File: config.mk
export PLATFORM = sky130hd
export DESIGN_NAME = counted_multiset_table_flat
export DESIGN_NICKNAME = d
export VERILOG_FILES = /design/src/rtl/core/cmt_pkg.sv /design/src/rtl/core/cmt_channels.sv /design/src/rtl/core/cmt_ram.sv /design/src/rtl/core/cmt_ctrl.sv /design/src/rtl/core/cmt_datapath.sv /design/src/rtl/core/counted_multiset_table.sv /design/src/flat_wrapper.sv
export VERILOG_INCLUDE_DIRS = /design/src /design/src/rtl/core
export SDC_FILE = /design/constraint.sdc
export NUM_CORES = 2
export LEC_CHECK = 0
export ABC_CLOCK_PERIOD_IN_PS = 20400
export BUFFER_PORTS_ARGS = -buffer_cell sky130_fd_sc_hd__buf_2
export CAP_MARGIN = 10
export CORE_UTILIZATION = 40
export CTS_BUF_LIST = sky130_fd_sc_hd__clkbuf_16
export DETAILED_ROUTE_END_ITERATION = 8
export SLEW_MARGIN = 25
export SYNTH_ARGS = -nofsm -noshare
export SYNTH_HDL_FRONTEND = slang
export SYNTH_SLANG_ARGS = --single-unit
File: constraint.sdc
create_clock -name clk -period 20.4 [get_ports clk]
set_clock_uncertainty 0.1 [all_clocks]
set_input_delay 2.04 -clock clk [delete_from_list [all_inputs] [get_ports clk]]
set_output_delay 2.04 -clock clk [all_outputs]
set_load 0.02 [all_outputs]
File: src/rtl/core/counted_multiset_table_assert.svh
// ---------------------------------------------------------------------------
// counted_multiset_table_assert.svh
// Assertion macros for the counted multiset table.
// Both expect clk and rst_n in scope.
// ---------------------------------------------------------------------------
`ifndef COUNTED_MULTISET_TABLE_ASSERT_SVH
`define COUNTED_MULTISET_TABLE_ASSERT_SVH

// same-cycle implication
`define CMT_ASSERT_SAME(lbl, ante, cons, msg) \
    lbl: assert property (@(posedge clk) disable iff (!rst_n) (ante) |-> (cons)) \
        else $error(msg);

// next-cycle implication
`define CMT_ASSERT_NEXT(lbl, ante, cons, msg) \
    lbl: assert property (@(posedge clk) disable iff (!rst_n) (ante) |=> (cons)) \
        else $error(msg);

`endif

File: src/rtl/core/cmt_pkg.sv
// ---------------------------------------------------------------------------
// cmt_pkg
// Shared constants, codes and types of the counted multiset table.
// ---------------------------------------------------------------------------
package cmt_pkg;

    localparam int ENTRIES = 16;
    localparam int IDX_W   = (ENTRIES > 1) ? $clog2(ENTRIES) : 1;
    localparam int CNT_W   = $clog2(ENTRIES + 1);

    localparam int MODE_W    = 3;
    localparam int VALUE_W   = 32;
    localparam int COUNT_W   = 16;
    localparam int POS_W     = 4;
    localparam int STATUS_W  = 2;
    localparam int USED_W    = 5;
    localparam int TOTAL_W   = 64;
    localparam int FACTOR_W  = COUNT_W + 1;
    localparam int PROD_W    = VALUE_W + FACTOR_W;

    localparam logic [MODE_W-1:0] MODE_ADD    = 3'd0;
    localparam logic [MODE_W-1:0] MODE_REMOVE = 3'd1;
    localparam logic [MODE_W-1:0] MODE_SET    = 3'd2;
    localparam logic [MODE_W-1:0] MODE_LOOKUP = 3'd3;
    localparam logic [MODE_W-1:0] MODE_READ   = 3'd4;

    localparam logic [STATUS_W-1:0] ST_OK        = 2'd0;
    localparam logic [STATUS_W-1:0] ST_NOT_FOUND = 2'd1;
    localparam logic [STATUS_W-1:0] ST_FULL      = 2'd2;
    localparam logic [STATUS_W-1:0] ST_BEYOND    = 2'd3;

    localparam logic [COUNT_W-1:0] COUNT_MAX = 16'hFFFF;

    typedef struct packed {
        logic signed [VALUE_W-1:0] value;
        logic [COUNT_W-1:0]        count;
    } entry_t;

    localparam int ENTRY_W = $bits(entry_t);

    typedef struct packed {
        logic [MODE_W-1:0]         mode;
        logic signed [VALUE_W-1:0] value;
        logic [COUNT_W-1:0]        new_count;
        logic [POS_W-1:0]          position;
    } req_t;

    typedef struct packed {
        logic [STATUS_W-1:0]       status;
        logic [COUNT_W-1:0]        count_out;
        logic signed [VALUE_W-1:0] value_out;
        logic [USED_W-1:0]         entries_used;
        logic signed [TOTAL_W-1:0] weighted_total;
    } rsp_t;

    typedef struct packed {
        logic load;
        logic scan;
        logic mul;
        logic apply;
        logic shift;
        logic shrink;
        logic read_pos;
        logic emit;
    } ctl_cmd_t;

    typedef struct packed {
        logic [MODE_W-1:0] mode;
        logic              scan_done;
        logic              do_shift;
        logic              shift_done;
        logic              out_free;
    } ctl_stat_t;

endpackage

File: src/rtl/core/cmt_channels.sv
// ---------------------------------------------------------------------------
// cmt_channels
// Request and response channel interfaces, valid/ready handshake.
// ---------------------------------------------------------------------------
interface cmt_req_if import cmt_pkg::*; ();
    logic                      valid;
    logic                      ready;
    logic [MODE_W-1:0]         mode;
    logic signed [VALUE_W-1:0] value;
    logic [COUNT_W-1:0]        new_count;
    logic [POS_W-1:0]          position;

    modport source (output valid, output mode, output value, output new_count,
                    output position, input ready);
    modport sink   (input valid, input mode, input value, input new_count,
                    input position, output ready);
endinterface

interface cmt_rsp_if import cmt_pkg::*; ();
    logic                      valid;
    logic                      ready;
    logic [STATUS_W-1:0]       status;
    logic [COUNT_W-1:0]        count_out;
    logic signed [VALUE_W-1:0] value_out;
    logic [USED_W-1:0]         entries_used;
    logic signed [TOTAL_W-1:0] weighted_total;

    modport source (output valid, output status, output count_out, output value_out,
                    output entries_used, output weighted_total, input ready);
    modport sink   (input valid, input status, input count_out, input value_out,
                    input entries_used, input weighted_total, output ready);
endinterface

File: src/rtl/core/cmt_ram.sv
// ---------------------------------------------------------------------------
// cmt_ram
// Generic single-write, single-read RAM with registered read data.
// ---------------------------------------------------------------------------
module cmt_ram #(
    parameter int WIDTH = 8,
    parameter int DEPTH = 16
) (
    input  logic                                       clk,
    input  logic                                       wr_en,
    input  logic [((DEPTH > 1) ? $clog2(DEPTH) : 1)-1:0] wr_addr,
    input  logic [WIDTH-1:0]                           wr_data,
    input  logic                                       rd_en,
    input  logic [((DEPTH > 1) ? $clog2(DEPTH) : 1)-1:0] rd_addr,
    output logic [WIDTH-1:0]                           rd_data
);

    logic [WIDTH-1:0] mem [DEPTH];

    always_ff @(posedge clk)
    begin
        if (wr_en)
        begin
            mem[wr_addr] <= wr_data;
        end
        if (rd_en)
        begin
            rd_data <= mem[rd_addr];
        end
    end

endmodule

File: src/rtl/core/cmt_ctrl.sv
// ---------------------------------------------------------------------------
// cmt_ctrl
// Sequencer: scan for a match, apply the update, compact, or read a position; respond.
// ---------------------------------------------------------------------------
module cmt_ctrl import cmt_pkg::*; (
    input  logic      clk,
    input  logic      rst_n,
    input  logic      req_valid,
    output logic      req_ready,
    input  ctl_stat_t st,
    output ctl_cmd_t  cmd
);

    localparam logic [2:0] S_IDLE  = 3'd0;
    localparam logic [2:0] S_SCAN  = 3'd1;
    localparam logic [2:0] S_MUL   = 3'd2;
    localparam logic [2:0] S_APPLY = 3'd3;
    localparam logic [2:0] S_SHIFT = 3'd4;
    localparam logic [2:0] S_READ  = 3'd5;
    localparam logic [2:0] S_DONE  = 3'd6;

    logic [2:0] state_reg;
    logic [2:0] state_next;

    assign req_ready = (state_reg == S_IDLE);

    always_comb
    begin
        state_next = state_reg;
        cmd        = '0;
        case (state_reg)
            S_IDLE:
            begin
                if (req_valid)
                begin
                    cmd.load   = 1'b1;
                    state_next = S_SCAN;
                end
            end
            S_SCAN:
            begin
                if (st.mode inside {[MODE_ADD:MODE_LOOKUP]})
                begin
                    cmd.scan = 1'b1;
                    if (st.scan_done)
                    begin
                        state_next = S_MUL;
                    end
                end
                else if (st.mode == MODE_READ)
                begin
                    state_next = S_READ;
                end
                else
                begin
                    state_next = S_DONE;
                end
            end
            S_MUL:
            begin
                cmd.mul    = 1'b1;
                state_next = S_APPLY;
            end
            S_APPLY:
            begin
                cmd.apply  = 1'b1;
                state_next = st.do_shift ? S_SHIFT : S_DONE;
            end
            S_SHIFT:
            begin
                cmd.shift = 1'b1;
                if (st.shift_done)
                begin
                    cmd.shrink = 1'b1;
                    state_next = S_DONE;
                end
            end
            S_READ:
            begin
                cmd.read_pos = 1'b1;
                state_next   = S_DONE;
            end
            S_DONE:
            begin
                if (st.out_free)
                begin
                    cmd.emit   = 1'b1;
                    state_next = S_IDLE;
                end
            end
            default:
            begin
                state_next = S_IDLE;
            end
        endcase
    end

    always_ff @(posedge clk or negedge rst_n)
    begin
        if (!rst_n)
        begin
            state_reg <= S_IDLE;
        end
        else
        begin
            state_reg <= state_next;
        end
    end

endmodule

File: src/rtl/core/cmt_datapath.sv
// ---------------------------------------------------------------------------
// cmt_datapath
// Entry RAM, scan pointer, match capture, weighted total and result register.
// ---------------------------------------------------------------------------
module cmt_datapath import cmt_pkg::*; (
    input  logic      clk,
    input  logic      rst_n,
    input  req_t      req_data,
    input  ctl_cmd_t  cmd,
    output ctl_stat_t st,
    output logic      rsp_valid,
    input  logic      rsp_ready,
    output rsp_t      rsp_data
);

    req_t                       item_reg;
    logic [STATUS_W-1:0]        status_reg;
    logic [CNT_W-1:0]           entry_total_reg;
    logic signed [TOTAL_W-1:0]  total_reg;
    logic [CNT_W-1:0]           ptr_reg;
    logic                       pend_reg;
    logic [IDX_W-1:0]           pend_idx_reg;
    logic                       found_reg;
    logic [IDX_W-1:0]           hit_idx_reg;
    logic [COUNT_W-1:0]         hit_count_reg;
    logic signed [PROD_W-1:0]   prod_reg;
    logic                       out_valid_reg;
    rsp_t                       out_reg;

    entry_t                     rd_entry;
    logic                       ram_wr_en;
    logic [IDX_W-1:0]           ram_wr_addr;
    entry_t                     ram_wr_data;
    logic                       ram_rd_en;
    logic [IDX_W-1:0]           ram_rd_addr;

    logic                       ptr_live;
    logic                       table_full;
    logic                       count_sat;
    logic                       pos_ok;
    logic                       load_pos_ok;
    logic                       scan_issue;
    logic                       shift_issue;
    logic                       hit;
    logic                       append;
    logic signed [FACTOR_W-1:0] factor;
    logic [STATUS_W-1:0]        mul_status;
    logic                       out_free;
    rsp_t                       result;

    cmt_ram #(
        .WIDTH (ENTRY_W),
        .DEPTH (ENTRIES)
    ) u_ram (
        .clk     (clk),
        .wr_en   (ram_wr_en),
        .wr_addr (ram_wr_addr),
        .wr_data (ram_wr_data),
        .rd_en   (ram_rd_en),
        .rd_addr (ram_rd_addr),
        .rd_data (rd_entry)
    );

    assign ptr_live    = (ptr_reg < entry_total_reg);
    assign table_full  = (entry_total_reg == CNT_W'(ENTRIES));
    assign count_sat   = (hit_count_reg == COUNT_MAX);
    assign pos_ok      = (32'(item_reg.position) < 32'(entry_total_reg));
    assign load_pos_ok = (32'(req_data.position) < 32'(entry_total_reg));
    assign scan_issue  = cmd.scan && ptr_live && !found_reg;
    assign shift_issue = cmd.shift && ptr_live;
    assign hit         = cmd.scan && pend_reg && !found_reg &&
                         (rd_entry.value == item_reg.value);
    assign append      = (item_reg.mode == MODE_ADD) && !found_reg && !table_full;
    assign out_free    = !out_valid_reg || rsp_ready;

    // signed count change applied to value for the running total
    always_comb
    begin
        factor     = '0;
        mul_status = ST_OK;
        case (item_reg.mode)
            MODE_ADD:
            begin
                if (found_reg)
                begin
                    factor = count_sat ? FACTOR_W'(0) : FACTOR_W'(1);
                end
                else if (table_full)
                begin
                    mul_status = ST_FULL;
                end
                else
                begin
                    factor = FACTOR_W'(1);
                end
            end
            MODE_REMOVE:
            begin
                if (found_reg)
                begin
                    factor = -$signed({1'b0, hit_count_reg});
                end
                else
                begin
                    mul_status = ST_NOT_FOUND;
                end
            end
            MODE_SET:
            begin
                if (found_reg)
                begin
                    factor = $signed({1'b0, item_reg.new_count}) -
                             $signed({1'b0, hit_count_reg});
                end
                else
                begin
                    mul_status = ST_NOT_FOUND;
                end
            end
            MODE_LOOKUP:
            begin
                if (!found_reg)
                begin
                    mul_status = ST_NOT_FOUND;
                end
            end
            default:
            begin
                factor = '0;
            end
        endcase
    end

    always_comb
    begin
        ram_rd_en   = scan_issue || shift_issue;
        ram_rd_addr = ptr_reg[IDX_W-1:0];
        if (cmd.read_pos && pos_ok)
        begin
            ram_rd_en   = 1'b1;
            ram_rd_addr = IDX_W'(item_reg.position);
        end
    end

    always_comb
    begin
        ram_wr_en   = 1'b0;
        ram_wr_addr = hit_idx_reg;
        ram_wr_data = rd_entry;
        if (cmd.shift && pend_reg)
        begin
            ram_wr_en   = 1'b1;
            ram_wr_addr = pend_idx_reg - IDX_W'(1);
        end
        else if (cmd.apply)
        begin
            case (item_reg.mode)
                MODE_ADD:
                begin
                    if (found_reg && !count_sat)
                    begin
                        ram_wr_en   = 1'b1;
                        ram_wr_data = '{value: item_reg.value,
                                        count: hit_count_reg + COUNT_W'(1)};
                    end
                    else if (append)
                    begin
                        ram_wr_en   = 1'b1;
                        ram_wr_addr = entry_total_reg[IDX_W-1:0];
                        ram_wr_data = '{value: item_reg.value, count: COUNT_W'(1)};
                    end
                end
                MODE_SET:
                begin
                    if (found_reg)
                    begin
                        ram_wr_en   = 1'b1;
                        ram_wr_data = '{value: item_reg.value, count: item_reg.new_count};
                    end
                end
                default:
                begin
                    ram_wr_en = 1'b0;
                end
            endcase
        end
    end

    always_comb
    begin
        result                = '0;
        result.status         = status_reg;
        result.entries_used   = USED_W'(entry_total_reg);
        result.weighted_total = total_reg;
        if (item_reg.mode == MODE_LOOKUP && found_reg)
        begin
            result.count_out = hit_count_reg;
        end
        else if (item_reg.mode == MODE_READ && status_reg == ST_OK)
        begin
            result.count_out = rd_entry.count;
            result.value_out = rd_entry.value;
        end
    end

    always_ff @(posedge clk)
    begin
        if (cmd.load)
        begin
            item_reg <= req_data;
            status_reg <= (req_data.mode == MODE_READ && !load_pos_ok) ? ST_BEYOND : ST_OK;
        end
        else if (cmd.mul)
        begin
            status_reg <= mul_status;
        end
        if (cmd.mul)
        begin
            prod_reg <= PROD_W'(item_reg.value) * PROD_W'(factor);
        end
        if (hit)
        begin
            hit_idx_reg   <= pend_idx_reg;
            hit_count_reg <= rd_entry.count;
        end
        pend_idx_reg <= ptr_reg[IDX_W-1:0];
        if (cmd.emit)
        begin
            out_reg <= result;
        end
    end

    always_ff @(posedge clk or negedge rst_n)
    begin
        if (!rst_n)
        begin
            entry_total_reg <= '0;
            total_reg       <= '0;
            ptr_reg         <= '0;
            pend_reg        <= 1'b0;
            found_reg       <= 1'b0;
            out_valid_reg   <= 1'b0;
        end
        else
        begin
            pend_reg <= scan_issue || shift_issue;
            if (cmd.load)
            begin
                ptr_reg   <= '0;
                found_reg <= 1'b0;
            end
            else if (cmd.apply)
            begin
                ptr_reg <= CNT_W'(hit_idx_reg) + CNT_W'(1);
            end
            else if (scan_issue || shift_issue)
            begin
                ptr_reg <= ptr_reg + CNT_W'(1);
            end
            if (hit)
            begin
                found_reg <= 1'b1;
            end
            if (cmd.apply)
            begin
                total_reg <= total_reg +
                             {{(TOTAL_W - PROD_W){prod_reg[PROD_W-1]}}, prod_reg};
                if (append)
                begin
                    entry_total_reg <= entry_total_reg + CNT_W'(1);
                end
            end
            else if (cmd.shrink)
            begin
                entry_total_reg <= entry_total_reg - CNT_W'(1);
            end
            if (cmd.emit)
            begin
                out_valid_reg <= 1'b1;
            end
            else if (rsp_ready)
            begin
                out_valid_reg <= 1'b0;
            end
        end
    end

    assign st.mode       = item_reg.mode;
    assign st.scan_done  = found_reg || (!ptr_live && !pend_reg);
    assign st.do_shift   = (item_reg.mode == MODE_REMOVE) && found_reg;
    assign st.shift_done = !ptr_live && !pend_reg;
    assign st.out_free   = out_free;

    assign rsp_valid = out_valid_reg;
    assign rsp_data  = out_reg;

endmodule

File: src/rtl/core/counted_multiset_table.sv
// ---------------------------------------------------------------------------
// counted_multiset_table
// Insertion-ordered table of distinct values with occurrence counts and a
// running sum of value times count.
// Add, set and lookup scan the RAM one entry per cycle until a match or the
//   end of the table; unused modes go straight to the response.
// Remove then compacts the entries after the match; read position reads directly.
// One transaction in flight; the next is taken while a result waits.
// Reset clears the entry count, running total and control state; RAM
//   contents are left as they are.
// ---------------------------------------------------------------------------
`include "counted_multiset_table_assert.svh"

module counted_multiset_table import cmt_pkg::*; (
    input logic       clk,
    input logic       rst_n,
    cmt_req_if.sink   req,
    cmt_rsp_if.source rsp
);

    req_t      req_data;
    rsp_t      rsp_data;
    ctl_cmd_t  cmd;
    ctl_stat_t st;
    logic      ctl_ready;

    assign req_data.mode      = req.mode;
    assign req_data.value     = req.value;
    assign req_data.new_count = req.new_count;
    assign req_data.position  = req.position;
    assign req.ready          = ctl_ready;

    cmt_ctrl u_ctrl (
        .clk       (clk),
        .rst_n     (rst_n),
        .req_valid (req.valid),
        .req_ready (ctl_ready),
        .st        (st),
        .cmd       (cmd)
    );

    cmt_datapath u_datapath (
        .clk       (clk),
        .rst_n     (rst_n),
        .req_data  (req_data),
        .cmd       (cmd),
        .st        (st),
        .rsp_valid (rsp.valid),
        .rsp_ready (rsp.ready),
        .rsp_data  (rsp_data)
    );

    assign rsp.status         = rsp_data.status;
    assign rsp.count_out      = rsp_data.count_out;
    assign rsp.value_out      = rsp_data.value_out;
    assign rsp.entries_used   = rsp_data.entries_used;
    assign rsp.weighted_total = rsp_data.weighted_total;

    `CMT_ASSERT_NEXT(a_one_in_flight, req.valid && req.ready, !req.ready, "second transaction taken while busy")
    `CMT_ASSERT_SAME(a_full_at_capacity, rsp.valid && rsp.status == ST_FULL, rsp.entries_used == USED_W'(ENTRIES), "full reported below capacity")
    `CMT_ASSERT_SAME(a_beyond_empty, rsp.valid && rsp.status == ST_BEYOND, rsp.count_out == '0 && rsp.value_out == '0, "beyond result carries data")
    `CMT_ASSERT_NEXT(a_emit_held, cmd.emit, rsp.valid, "result lost after emit")

endmodule
File: src/flat_wrapper.sv
// flat-port wrapper written by rule: the top's interface ports become plain ports
module counted_multiset_table_flat import cmt_pkg::*;
  (clk, rst_n, req_valid, req_mode, req_value, req_new_count, req_position, req_ready, rsp_valid, rsp_status, rsp_count_out, rsp_value_out, rsp_entries_used, rsp_weighted_total, rsp_ready);
  cmt_req_if req_i ();
  cmt_rsp_if rsp_i ();
  input logic clk;
  input logic rst_n;
  input wire logic [$bits(req_i.valid)-1:0] req_valid;
  input wire logic [$bits(req_i.mode)-1:0] req_mode;
  input wire logic [$bits(req_i.value)-1:0] req_value;
  input wire logic [$bits(req_i.new_count)-1:0] req_new_count;
  input wire logic [$bits(req_i.position)-1:0] req_position;
  output wire logic [$bits(req_i.ready)-1:0] req_ready;
  output wire logic [$bits(rsp_i.valid)-1:0] rsp_valid;
  output wire logic [$bits(rsp_i.status)-1:0] rsp_status;
  output wire logic [$bits(rsp_i.count_out)-1:0] rsp_count_out;
  output wire logic [$bits(rsp_i.value_out)-1:0] rsp_value_out;
  output wire logic [$bits(rsp_i.entries_used)-1:0] rsp_entries_used;
  output wire logic [$bits(rsp_i.weighted_total)-1:0] rsp_weighted_total;
  input wire logic [$bits(rsp_i.ready)-1:0] rsp_ready;
  assign req_i.valid = req_valid;
  assign req_i.mode = req_mode;
  assign req_i.value = req_value;
  assign req_i.new_count = req_new_count;
  assign req_i.position = req_position;
  assign req_ready = req_i.ready;
  assign rsp_valid = rsp_i.valid;
  assign rsp_status = rsp_i.status;
  assign rsp_count_out = rsp_i.count_out;
  assign rsp_value_out = rsp_i.value_out;
  assign rsp_entries_used = rsp_i.entries_used;
  assign rsp_weighted_total = rsp_i.weighted_total;
  assign rsp_i.ready = rsp_ready;
  counted_multiset_table u_core (.clk(clk), .rst_n(rst_n), .req(req_i), .rsp(rsp_i));
endmodule
==> reports/qor.log <==
[power_and_ir_drop] sw frac 34.61%
[yosys] sequential element share of the synthesized area 50.58%
[clock_tree] clock root buffer clkbuf_16
[setup_path] crit-path most repeated cell fa_1
[timing] worst relative slew slack 22.54%
[power_and_ir_drop] IR drop worst, VDD 0.0001053 V
[power_and_ir_drop] Cell Pwr Density 108.4 nW/um^2
[timing] Final setup violation count 0
[final_layout] area delta synth->final 11.38%
[floorplan] chip width 411.6 um
[power_and_ir_drop] internal power contribution 5.296 mW
[route] vias after detailed routing 40920
[power_and_ir_drop] cell leakage power 30.25 nW
[power_and_ir_drop] share of total power in sequential cells 41.9%
[worst_hold_path] type of the worst min-delay path flop to flop
[placed_design] pre-CTS setup slack 10620 ps
[setup_path] Required @ worst endpoint 20800 ps
[worst_hold_path] Cells on Worst Hold Path 0
[clock_tree] largest buffer count on any clock path 3
[run_status] status complete, no violations
[route] Avg Vias per Cell 5.392
[route] DR iter-0 viols 3380
[setup_path] CP peak stage delay 560 ps
[floorplan] full die area 169400 sq um
[floorplan] Die H 411.6 um
[yosys] flip-flop and latch count after synthesis 1145
[route] final routed DRC violation total 0
[timing] transition time of the tightest slew-check pin 1162 ps
[yosys] share of the synthesized area in the top cell type 47.48%
[yosys] async set-or-reset flop fraction in the synthesized netlist 6.987%
[final_layout] final net count 6093
[setup_path] setup slack on the worst flop-to-flop path 10690 ps
[flow_run] max-capacitance violation count 0
[setup_path] crit end category flop
[timing] setup total negative slack 0 ps
[worst_hold_path] Worst Hold Path EP u_core.u_datapath.hit_idx_reg[3]$_DFFE_PP_
[yosys] mean post-synth cell area 13.03 sq um
[yosys] biggest area consumer among synthesized cells edfxtp_1
[setup_path] master of the slowest instance on the critical path o21ai_0
[power_and_ir_drop] net switching power figure 2.802 mW
[yosys] nets in the synthesized netlist 5946
[clock_tree] clock latency at the later pin of the worst-skew pair 780 ps
[setup_path] endpoint arrival time on the critical path 10110 ps
[setup_path] Worst Setup Path Type flop to flop
[timing] RSZ-0062 raised after global routing false
[placed_design] half-perimeter wire length of the detailed placement result 113400 um
[clock_tree] CTS Sinks 1145
[timing] clock period minus worst slack 9712 ps
[global_routing] pin count of the biggest net entering global routing 102
[clock_tree] H-tree depth 3
[setup_path] worst reg2reg endpoint u_core.u_datapath.prod_reg[48]$_DFFE_PP_
[placed_design] number of instances in the placed design 7367
[global_routing] number of antenna violations at the first check in global routing 10
[floorplan] standard cell core area 165700 sq um
[setup_path] Worst Reg2Reg Path Length in Cells 32
[clock_tree] Inserted Clock Buffers 117
[yosys] mapped cell area 67100 sq um
[placed_design] number of port buffers 179
[final_layout] share of final-layout standard cells stronger than drive strength 1 13.23%
[timing] least setup slack across all paths after layout 10690 ps
[timing] number of hold-slack violations in the final timing report 0
[floorplan] initial core utilization 40.49%
[yosys] Yosys warning total 0
[floorplan] top-level port count 180
[final_layout] number of fill cells in the layout 14760
[yosys] top cells by area, synth edfxtp_1 47%, fa_1 16%, mux4_2 6.4%, ha_1 4.0%, nand2_1 3.8%
[placed_design] global placer's final weighted congestion 0.9266
[yosys] number of distinct standard cells referenced by the synthesized netlist 91
[power_and_ir_drop] part of the total power dissipated in the clock network 25.8%
[clock_tree] hold-fix buffer count after cts 0
[timing] final max-slew violation count 0
[route] drt total wl 173900 um
[yosys] leading register cell type out of synthesis edfxtp_1
[global_routing] overflow left after global routing 0
[yosys] number of enable-type register cells in the synthesized netlist 1061
[worst_hold_path] startpoint of the worst hold path u_core.u_datapath.pend_idx_reg[3]$_DFF_P_
[power_and_ir_drop] combinational fraction of design power 32.3%
[yosys] most common library cells after synthesis 1061 x edfxtp_1, 678 x nand2_1, 649 x inv_1, 524 x fa_1, 212 x ha_1
[final_layout] max FFs per register 768
[global_routing] global-route wire length before repair 264000 um
[route] average detailed-routed wire length per instance 22.92 um
[floorplan] count of standard-cell rows 149
[setup_path] critical-path maximum fanout 33
[yosys] Mapped Cells 5151
[timing] Tcrit/Tclk final 47.61%
[clock_tree] Resize count post-CTS 0
[clock_tree] TritonCTS clock tree done
[setup_path] crit start category flop
[global_routing] via count of the first global-routing pass 42330
[clock_tree] Clock Pin Slew Worst Setup and Hold Paths 60 ps
[clock_tree] Setup Fix Bufs, Post-CTS 0
[final_layout] final standard cell count with taps included and fillers excluded 7588
[setup_path] r2r startpoint u_core.u_datapath.hit_count_reg[2]$_DFFE_PP_
[yosys] dominant cell by count in the synthesized netlist edfxtp_1
[route] number of antenna-violating nets in the routed design 0
[timing] maximum clock frequency 103.0 MHz
[route] drt first pass iters 5
[global_routing] total global routing track utilization 20.72%
[power groups by stage]
stage               Sequential (mW)  Combinational, mW  Clock, mW
detailed placement             3.44               2.62          0
finish                         3.39               2.62       2.09
global route                   3.41               2.88       2.22
CTS                            3.39               2.63       2.14
global placement               3.44               2.58          0
floorplan                      3.37               1.85          0
[stage by stage]
stage                     utilization, %  instance area [sq um]  total power, mW  hold WS (ps)
after floorplan                        -                  67100            5.217         298.3
after global placement             42.75                  70850            6.016         339.0
after detailed placement           42.79                  70920            6.055         337.5
after CTS                          45.07                  74690            8.155         347.2
after global routing               45.09                  74730            8.509         358.8
final                              45.09                  74730            8.098         354.6
[critical path, delay by kind of cell, from the launching register on]
family / cells / cell delay, ps
flip-flops: 1 / 490
adder cells (fa/ha/maj): 8 / 3630
multiplexers: 1 / 250
AND/OR/NAND/NOR: 6 / 1210
AO/OA/AOI/OAI: 12 / 3250
buffers and inverters: 5 / 540
[kinds of logic (layout without fill, tap and decap cells)]
logic type      count (synthesis)  after routing  synth area share [%]
buf+inv                       904           1150                 5.113
xor+xnor                      174            174                 2.271
compound gates                676            676                 6.683
fa+ha+maj                     736            736                 19.59
flops                        1145           1145                 50.58
mux                           209            209                 6.707
simple gates                 1307           1307                 9.055
other cells                     0              2                     0
[area by class of cell]
class,instances,area (sq um),area share [%]
sequential,1145,33940,45.42
multi-input combinational,3102,30090,40.26
clock buffer,117,2928,3.918
tap,2189,2739,3.665
inverter,649,2440,3.265
timing repair buffer,283,1747,2.337
clock inverter,101,844.6,1.130
antenna,2,5.005,0.006697
[worst max-delay path by stage]
| stage | startpoint | end | cells after the start |
|---|---|---|---|
| after floorplan | u_core.u_datapath.hit_count_reg[2]$_DFFE_PP_ | u_core.u_datapath.prod_reg[48]$_DFFE_PP_ | 34 |
| after global placement | u_core.u_datapath.hit_count_reg[2]$_DFFE_PP_ | u_core.u_datapath.prod_reg[48]$_DFFE_PP_ | 32 |
| after detailed placement | u_core.u_datapath.hit_count_reg[2]$_DFFE_PP_ | u_core.u_datapath.prod_reg[48]$_DFFE_PP_ | 32 |
| after CTS | u_core.u_datapath.hit_count_reg[2]$_DFFE_PP_ | u_core.u_datapath.prod_reg[48]$_DFFE_PP_ | 32 |
| after global routing | u_core.u_datapath.hit_count_reg[2]$_DFFE_PP_ | u_core.u_datapath.prod_reg[48]$_DFFE_PP_ | 32 |
| final | u_core.u_datapath.hit_count_reg[2]$_DFFE_PP_ | u_core.u_datapath.prod_reg[48]$_DFFE_PP_ | 32 |
[metal layers]
metal,vias up,global-route usage [%],wire length [um]
met5,-,0,7
met4,2,5.326,3954
met3,235,2.570,10380
met2,1326,34.70,84440
met1,21150,28.55,75120
li1,18210,-,-
[layout by cell type (no fill, tap or decap), drive strengths merged, types with 11 or more instances in the layout]
| cell | Yosys | layout |
|---|---|---|
| mux2i | 12 | 12 |
| a31oi | 24 | 24 |
| o21a | 21 | 21 |
| fa | 524 | 524 |
| o21ai | 143 | 143 |
| and3 | 21 | 21 |
| o211ai | 11 | 11 |
| a21o | 60 | 60 |
| clkinv | 0 | 59 |
| and2 | 193 | 193 |
| a22oi | 104 | 104 |
| buf | 47 | 283 |
| nor2b | 48 | 48 |
| nor4 | 16 | 16 |
| xnor2 | 96 | 96 |
| xor2 | 78 | 78 |
| nand2b | 35 | 35 |
| ha | 212 | 212 |
| dfrtp | 80 | 80 |
| clkbuf | 208 | 117 |
| inv | 649 | 678 |
| nand4 | 31 | 31 |
| o22ai | 12 | 12 |
| o21bai | 31 | 31 |
| edfxtp | 1061 | 1061 |
| nor3 | 43 | 43 |
| nand2 | 679 | 679 |
| a211oi | 14 | 14 |
| nor2 | 144 | 144 |
| mux4 | 192 | 192 |
| nand3 | 52 | 52 |
| a22o | 17 | 17 |
| a21oi | 155 | 155 |
No activity file was read; power rests on OpenSTA's default activity.
